File: config.mk
export PLATFORM = sky130hd
export DESIGN_NAME = task_runtime_stats_table
export DESIGN_NICKNAME = d
export VERILOG_FILES = /design/src/sv/trs_pkg.sv /design/src/sv/trs_alu.sv /design/src/sv/trs_table.sv /design/src/sv/task_runtime_stats_table.sv
export VERILOG_INCLUDE_DIRS = /design/src /design/src/sv
export SDC_FILE = /design/constraint.sdc
export NUM_CORES = 2
export LEC_CHECK = 0
export BUFFER_PORTS_ARGS = -buffer_cell sky130_fd_sc_hd__buf_2
export CAP_MARGIN = 25
export CORE_MARGIN = 2
export CORE_UTILIZATION = 60
export DETAILED_ROUTE_END_ITERATION = 6
export PLACE_DENSITY_LB_ADDON = 0.12
export SYNTH_ARGS = -nofsm -noshare
export SYNTH_HDL_FRONTEND = slang
export SYNTH_SLANG_ARGS = --single-unit
File: constraint.sdc
create_clock -name clk -period 38.1 [get_ports clk]
set_input_delay 7.62 -clock clk [delete_from_list [all_inputs] [get_ports clk]]
set_output_delay 7.62 -clock clk [all_outputs]
set_load 0.02 [all_outputs]
File: src/sv/task_runtime_stats_table_defines.svh
// Assertion macros shared by the task run-time statistics table RTL.
// Self-contained; each macro is empty when ASSERT_OFF is defined.
`ifndef TASK_RUNTIME_STATS_TABLE_DEFINES_SVH
`define TASK_RUNTIME_STATS_TABLE_DEFINES_SVH

`ifndef ASSERT_OFF
// Check a property on every clock edge outside reset
`define TRS_ASSERT(name, prop, msg) \
  name: assert property (@(posedge clk) disable iff (rst) prop) else $error(msg);
// Check a property on every clock edge, reset included
`define TRS_ASSERT_ALWAYS(name, prop, msg) \
  name: assert property (@(posedge clk) prop) else $error(msg);
`else
`define TRS_ASSERT(name, prop, msg)
`define TRS_ASSERT_ALWAYS(name, prop, msg)
`endif

`endif

File: src/sv/trs_pkg.sv
// Types, constants and table geometry for the task run-time statistics table.
// No dependencies; used by the ALU, the table and the top level.
package trs_pkg;

  localparam int TABLE_ENTRIES = 10;
  localparam int IDX_W = (TABLE_ENTRIES > 1) ? $clog2(TABLE_ENTRIES) : 1;
  localparam int CNT_W = $clog2(TABLE_ENTRIES + 1);

  localparam logic [31:0] MIN_INIT = 32'hFFFF_FFFF;

  // Result status codes
  localparam logic [1:0] STATUS_HIT  = 2'd0;
  localparam logic [1:0] STATUS_NEW  = 2'd1;
  localparam logic [1:0] STATUS_FULL = 2'd2;

  typedef struct packed {
    logic [7:0]  task_key;
    logic [31:0] start_time;
    logic [31:0] end_time;
  } in_word_t;

  typedef struct packed {
    logic [1:0]  status;
    logic [3:0]  slot;
    logic [31:0] duration;
    logic [31:0] total_time;
    logic [31:0] min_time;
    logic [31:0] max_time;
    logic [31:0] run_count;
  } out_word_t;

  // One table row
  typedef struct packed {
    logic [7:0]  key;
    logic [31:0] total;
    logic [31:0] min;
    logic [31:0] max;
    logic [31:0] count;
  } entry_t;

  typedef enum logic {
    ALU_ADD = 1'b0,
    ALU_SUB = 1'b1
  } alu_op_t;

  typedef struct packed {
    alu_op_t     op;
    logic [31:0] a;
    logic [31:0] b;
  } alu_req_t;

endpackage

File: src/sv/trs_alu.sv
// Shared 32-bit add/subtract unit; the borrow of a subtract serves as
// the unsigned less-than flag. Depends on trs_pkg.
module trs_alu (
  input  trs_pkg::alu_req_t req,
  output logic [31:0]       sum,
  output logic              lt
);

  logic [31:0] b_eff;
  logic        cin;
  logic [32:0] full;

  // Invert b and carry in for subtract
  always_comb begin
    case (req.op)
      trs_pkg::ALU_ADD: begin
        b_eff = req.b;
        cin   = 1'b0;
      end
      trs_pkg::ALU_SUB: begin
        b_eff = ~req.b;
        cin   = 1'b1;
      end
      default: begin
        b_eff = req.b;
        cin   = 1'b0;
      end
    endcase
  end

  assign full = {1'b0, req.a} + {1'b0, b_eff} + {32'b0, cin};
  assign sum  = full[31:0];
  // a < b exactly when the subtract borrows
  assign lt   = (req.op == trs_pkg::ALU_SUB) && !full[32];

endmodule

File: src/sv/trs_table.sv
// Statistics table storage: one write port, one read port with registered data.
// Depends on trs_pkg.
module trs_table (
  input  logic                        clk,
  input  logic                        we,
  input  logic [trs_pkg::IDX_W-1:0]   waddr,
  input  trs_pkg::entry_t             wdata,
  input  logic [trs_pkg::IDX_W-1:0]   raddr,
  output trs_pkg::entry_t             rdata
);

  trs_pkg::entry_t mem [trs_pkg::TABLE_ENTRIES];

  // Write the updated row
  always_ff @(posedge clk) begin
    if (we) begin
      mem[waddr] <= wdata;
    end
  end

  // Register the read row
  always_ff @(posedge clk) begin
    rdata <= mem[raddr];
  end

endmodule

File: src/sv/task_runtime_stats_table.sv
// Task run-time statistics table: top level with the sequencer; depends on trs_pkg,
//   trs_alu, trs_table and task_runtime_stats_table_defines.svh.
// Sequence: subtract, scan the used rows for the key, then the add, min, max and count steps,
//   done strobing after the count step; a sample that finds the table full is dropped after the scan.
// A new word is accepted only in idle, once the last is done; one row read per scan cycle,
//   four update passes through the one 32-bit adder. Synchronous reset empties the table.
`include "task_runtime_stats_table_defines.svh"

module task_runtime_stats_table (
  input  logic               clk,
  input  logic               rst,
  input  logic               start,
  input  trs_pkg::in_word_t  item,
  output logic               busy,
  output logic               done,
  output trs_pkg::out_word_t result
);

  typedef enum logic [6:0] {
    ST_IDLE   = 7'b0000001,
    ST_SUB    = 7'b0000010,
    ST_SEARCH = 7'b0000100,
    ST_ADD    = 7'b0001000,
    ST_MIN    = 7'b0010000,
    ST_MAX    = 7'b0100000,
    ST_CNT    = 7'b1000000
  } state_t;

  state_t                      state;
  logic [trs_pkg::CNT_W-1:0]   used;
  logic [trs_pkg::CNT_W-1:0]   idx;
  logic [trs_pkg::CNT_W-1:0]   idx_plus;
  logic [trs_pkg::CNT_W-1:0]   slot_idx;
  logic [trs_pkg::CNT_W+3:0]   slot_wide;
  logic [1:0]                  status;
  trs_pkg::in_word_t           job;
  logic [31:0]                 dur;
  trs_pkg::entry_t             rec;

  trs_pkg::alu_req_t           alu_req;
  logic [31:0]                 alu_sum;
  logic                        alu_lt;

  logic                        mem_we;
  logic [trs_pkg::IDX_W-1:0]   mem_raddr;
  trs_pkg::entry_t             mem_wdata;
  trs_pkg::entry_t             mem_rdata;

  trs_alu u_alu (
    .req (alu_req),
    .sum (alu_sum),
    .lt  (alu_lt)
  );

  trs_table u_table (
    .clk   (clk),
    .we    (mem_we),
    .waddr (slot_idx[trs_pkg::IDX_W-1:0]),
    .wdata (mem_wdata),
    .raddr (mem_raddr),
    .rdata (mem_rdata)
  );

  assign busy      = (state != ST_IDLE);
  assign idx_plus  = idx + 1'b1;
  assign slot_wide = {4'b0, slot_idx};

  // Read ahead one row while scanning; row 0 is fetched in the subtract step
  always_comb begin
    if (state == ST_SEARCH) begin
      mem_raddr = idx_plus[trs_pkg::IDX_W-1:0];
    end else begin
      mem_raddr = '0;
    end
  end

  // Write back the finished row in the count step
  assign mem_we    = (state == ST_CNT);
  assign mem_wdata = '{key: rec.key, total: rec.total, min: rec.min,
                       max: rec.max, count: alu_sum};

  // Drive the shared adder for each step
  always_comb begin
    case (state)
      ST_SUB: alu_req = '{op: trs_pkg::ALU_SUB, a: job.end_time, b: job.start_time};
      ST_ADD: alu_req = '{op: trs_pkg::ALU_ADD, a: rec.total, b: dur};
      ST_MIN: alu_req = '{op: trs_pkg::ALU_SUB, a: dur, b: rec.min};
      ST_MAX: alu_req = '{op: trs_pkg::ALU_SUB, a: rec.max, b: dur};
      ST_CNT: alu_req = '{op: trs_pkg::ALU_ADD, a: rec.count, b: 32'd1};
      default: alu_req = '{op: trs_pkg::ALU_ADD, a: 32'd0, b: 32'd0};
    endcase
  end

  // Sequencer
  always_ff @(posedge clk) begin
    if (rst) begin
      state <= ST_IDLE;
      used  <= '0;
      done  <= 1'b0;
    end else begin
      done <= 1'b0;
      case (state)
        ST_IDLE: begin
          if (start) begin
            job   <= item;
            idx   <= '0;
            state <= ST_SUB;
          end
        end
        ST_SUB: begin
          dur   <= alu_sum;
          state <= ST_SEARCH;
        end
        ST_SEARCH: begin
          if (idx == used) begin
            if (used == trs_pkg::CNT_W'(trs_pkg::TABLE_ENTRIES)) begin
              // Drop the sample: table full
              result <= '{status: trs_pkg::STATUS_FULL, slot: 4'd0, duration: dur,
                          total_time: 32'd0, min_time: 32'd0, max_time: 32'd0,
                          run_count: 32'd0};
              done   <= 1'b1;
              state  <= ST_IDLE;
            end else begin
              // Append a fresh row
              rec      <= '{key: job.task_key, total: 32'd0, min: trs_pkg::MIN_INIT,
                            max: 32'd0, count: 32'd0};
              slot_idx <= used;
              used     <= used + 1'b1;
              status   <= trs_pkg::STATUS_NEW;
              state    <= ST_ADD;
            end
          end else if (mem_rdata.key == job.task_key) begin
            rec      <= mem_rdata;
            slot_idx <= idx;
            status   <= trs_pkg::STATUS_HIT;
            state    <= ST_ADD;
          end else begin
            idx <= idx_plus;
          end
        end
        ST_ADD: begin
          rec.total <= alu_sum;
          state     <= ST_MIN;
        end
        ST_MIN: begin
          if (alu_lt) begin
            rec.min <= dur;
          end
          state <= ST_MAX;
        end
        ST_MAX: begin
          if (alu_lt) begin
            rec.max <= dur;
          end
          state <= ST_CNT;
        end
        ST_CNT: begin
          result <= '{status: status, slot: slot_wide[3:0], duration: dur,
                      total_time: rec.total, min_time: rec.min, max_time: rec.max,
                      run_count: alu_sum};
          done   <= 1'b1;
          state  <= ST_IDLE;
        end
        default: begin
          state <= ST_IDLE;
        end
      endcase
    end
  end

  // Checks
  `TRS_ASSERT_ALWAYS(a_done_in_idle, done |-> (state == ST_IDLE), "done outside idle")
  `TRS_ASSERT(a_accept_starts, (start && !busy) |=> (state == ST_SUB), "accepted word not started")
  `TRS_ASSERT(a_scan_bound, (state == ST_SEARCH) |-> (idx <= used), "scan past used rows")
  `TRS_ASSERT(a_new_grows, (state == ST_SEARCH && idx == used && used != trs_pkg::CNT_W'(trs_pkg::TABLE_ENTRIES)) |=> (used == $past(used) + 1'b1), "new row did not bump used count")
  `TRS_ASSERT(a_full_drop, (done && result.status == trs_pkg::STATUS_FULL) |-> (used == trs_pkg::CNT_W'(trs_pkg::TABLE_ENTRIES)), "drop with room left")

endmodule
==> flow_metrics.py <==
metrics = {
    "synthesis": {
        "syn_area_sq_mm": 0.07388,
        "syn_avg_cell_area_sq_um": 14.45,
        "synth-seq-cells": 1923,
        "synth_compound_area_frac": 0.08748,
        "synth-seq-area-share": 0.7615,
        "synth-adder-area-share": 0.006029,
        "synth_top_family_by_area": "simple AND/OR/NAND/NOR gates",
        "yosys.area_share.simple": 0.1041,
        "synth_cells": 5112,
        "synth_mux_area_frac": 0.01382,
        "ys.flop_type": "edfxtp_1",
        "netlist-cell-type-count": 67,
        "yosysWarnings": 0,
        "synth_xor_area_frac": 0.006046,
        "async_reset_ff_frac": 0,
        "synth_edf_count": 1775,
        "syn_nets": 5222,
    },
    "clocking": {
        "clk_latency_ps": 830,
        "cts_sinks": 1923,
        "cts_hold_buf": 0,
        "clk_path_buf_depth": 3,
        "clk_pin_slew_ps": 60,
        "cts_root_buf": "clkbuf_16",
        "htree_levels": 4,
        "tritoncts": "yes",
        "post_cts_buffers": 0,
        "cts_buffers": 186,
        "postCtsResizedCells": 0,
    },
    "sta": {
        "slew-limit-headroom": 0.2678,
        "min_period_ps": 10170,
        "hold_viol_final": 0,
        "fmax_mhz": 98.35,
        "finalHoldWorstSlack_ps": 499.5,
        "worstMarginPinSlew_ps": 1098,
        "final.setup.tns_ps": 0,
        "period_share": 0.2669,
        "slew_viol_final": 0,
        "rsz0062_at_grt": "false",
        "fin_skew_ps": 42.02,
        "setup-violations-final": 0,
        "setup_slack_ps": 27930,
    },
    "run": {
        "cap_violations": 0,
    },
    "cells_and_area": {
        "mostFrequentLayoutCell": "edfxtp_1",
        "drive_gt1_frac": 0.1321,
        "stdcell_area_sq_mm": 0.08306,
        "syn_to_final_growth_pct": 12.42,
        "n_fill_cell": 8380,
        "fin_nets": 5397,
        "multi_input_area_sq_mm": 0.01627,
        "register_area_sq_mm": 0.05626,
        "layout_common_cells": "edfxtp_1, nand2_1, nand3_1, buf_2, nor2_1",
    },
    "routing": {
        "drc": 6,
        "first_iter_violations": 6860,
        "wl_per_cell_microns": 30.14,
        "wirelength_microns": 213400,
        "antenna_left": 0,
        "vias_per_cell": 6.533,
        "firstDrtPassIters": 7,
        "vias": 46260,
    },
    "power": {
        "p_per_area_mw_per_mm2": 51.34,
        "power.leakage_nw": 28.77,
        "total_power_mw": 4.265,
        "peakVddDrop_mv": 0.04794,
    },
    "die": {
        "core_sq_mm": 0.1220,
        "pin_count": 243,
        "dieHeight_microns": 354.9,
        "die_area_sq_mm": 0.1260,
        "rows": 128,
        "start_util": 0.6054,
        "die_x_microns": 354.9,
    },
    "placed_design": {
        "numPortBuffers": 242,
        "hpwl_microns": 122300,
        "dpl_cell_area_sq_mm": 0.07675,
        "dpl_worst_slack_ps": 27520,
        "gp_congestion": 0.9613,
    },
    "global_route": {
        "antenna_found_initial": 13,
        "grt_pass1_vias": 43910,
        "grt_usage": 0.3382,
        "grt-ovfl-total": 0,
        "grt_first_pass_wirelength_microns": 305400,
        "grt_max_degree": 119,
    },
    "hold_path": {
        "worstHoldStart": "u_table.rdata[24]",
        "min_path_type": "flop to flop",
    },
    "setup_path": {
        "path_class": "flop to primary output",
        "cp-start-kind": "flop",
        "startpoint": "state[6]",
        "worstReg2RegStart": "state[5]",
        "worstPathRequired_ps": 30480,
        "critPathArrivalTime_ps": 2550,
        "critPathCaptureType": "primary output",
        "cp_max_fo": 11,
    },
    "run_status": {
        "violations": "DRC",
        "status": "finished, violations left",
    },
}
-- layer usage --
| metal | share of wire | global-route usage |
|---|---|---|
| met1 | 0.38 | 0.4718 |
| met2 | 0.45 | 0.5078 |
| met3 | 0.12 | 0.08395 |
| met4 | 0.050 | 0.1561 |
| met5 | 0.00053 | 0 |
-- Yosys cell counts (6+ instances only) --
master    number  area share
buf_1         40      0.0020
clkbuf_1     254       0.013
inv_1         46      0.0023
nand4_1        9     0.00076
edfxtp_1    1775        0.72
nand2b_1       7     0.00059
nor2_1       243       0.012
o21bai_1       9     0.00091
xor2_1        18      0.0021
a222oi_1      93       0.013
a21oi_1       66      0.0045
nor2b_1        6     0.00051
o22a_1        32      0.0038
o21ai_0       26      0.0018
nor3_1        18      0.0012
dfxtp_1      148       0.040
and2_1       139       0.012
ha_1          34      0.0058
mux2i_1       48      0.0065
a22oi_1       88      0.0089
a31oi_1      186       0.016
mux2_2        48      0.0073
a21o_1        15      0.0015
nor4_1         7     0.00059
nand3_1      350       0.024
o21ai_1       15      0.0010
a22o_1       112       0.013
a311oi_1     137       0.016
a32o_1        19      0.0026
buf_2         55      0.0037
nand2_1      964       0.049
xnor2_1       33      0.0039
-- where the power goes --
| group | switching (mW) | internal [mW] | total, mW |
|---|---|---|---|
| combinational | 0.0725 | 0.0297 | 0.102 |
| sequential | 0.00874 | 2.29 | 2.30 |
| clock | 0.792 | 1.07 | 1.87 |
| total | 0.873 | 3.39 | 4.26 |
-- stage by stage --
stage / util / instances
after floorplan: - / 5112
after global placement: 0.6288 / 6720
after detailed placement: 0.6289 / 6721
after CTS: 0.6800 / 7071
after global routing: 0.6805 / 7074
final: 0.6806 / 7080
-- flip-flops by register name (all words and copies together), names as in the netlist --
| register | count |
|---|---|
| u_table.mem | 1360 |
| result | 166 |
| u_table.rdata | 136 |
| mem_wdata | 104 |
| job | 72 |
| dur | 32 |
| rec | 32 |
| state | 7 |
| idx | 4 |
| slot_idx | 4 |
| used | 4 |
| done | 1 |
| status | 1 |
-- path summary, 6_finish.rpt --
kind                                 endpoint  slack, ps  cells after the start
worst max-delay path                     busy      27930                      3
worst min-delay path                  rec[24]        500                      1
worst max register to register  mem_wdata[72]      30880                     18
worst min register to register        rec[24]        500                      1
-- worst max-delay path, stage by stage, from the launching register on --
cell and delay [ps]:
dfxtp_1 370, nor2_1 480, nand4b_1 540, buf_2 330
-- logic make-up (layout without fill, tap and decap cells) --
group                      after synthesis  after routing
DFF                                   1923           1923
and+or+nand+nor                       1778           1778
buffers and inverters                  395            732
adders and majority gates               35             35
xor gates and xnor gates                51             51
muxes                                   96             96
AOI/OAI and AO/OA                      834            834
other                                    0              6
-- layout make-up --
cell class | instances | area share
clock buffers | 251 | 0.06226
multi-input cells | 2794 | 0.1959
diodes | 6 | 0.0001808
well taps | 1625 | 0.02448
clock inverters | 99 | 0.01288
flip-flops and latches | 1923 | 0.6774
inverters | 46 | 0.002259
repair buffers | 336 | 0.02473
(Power assumes the default switching activity.)
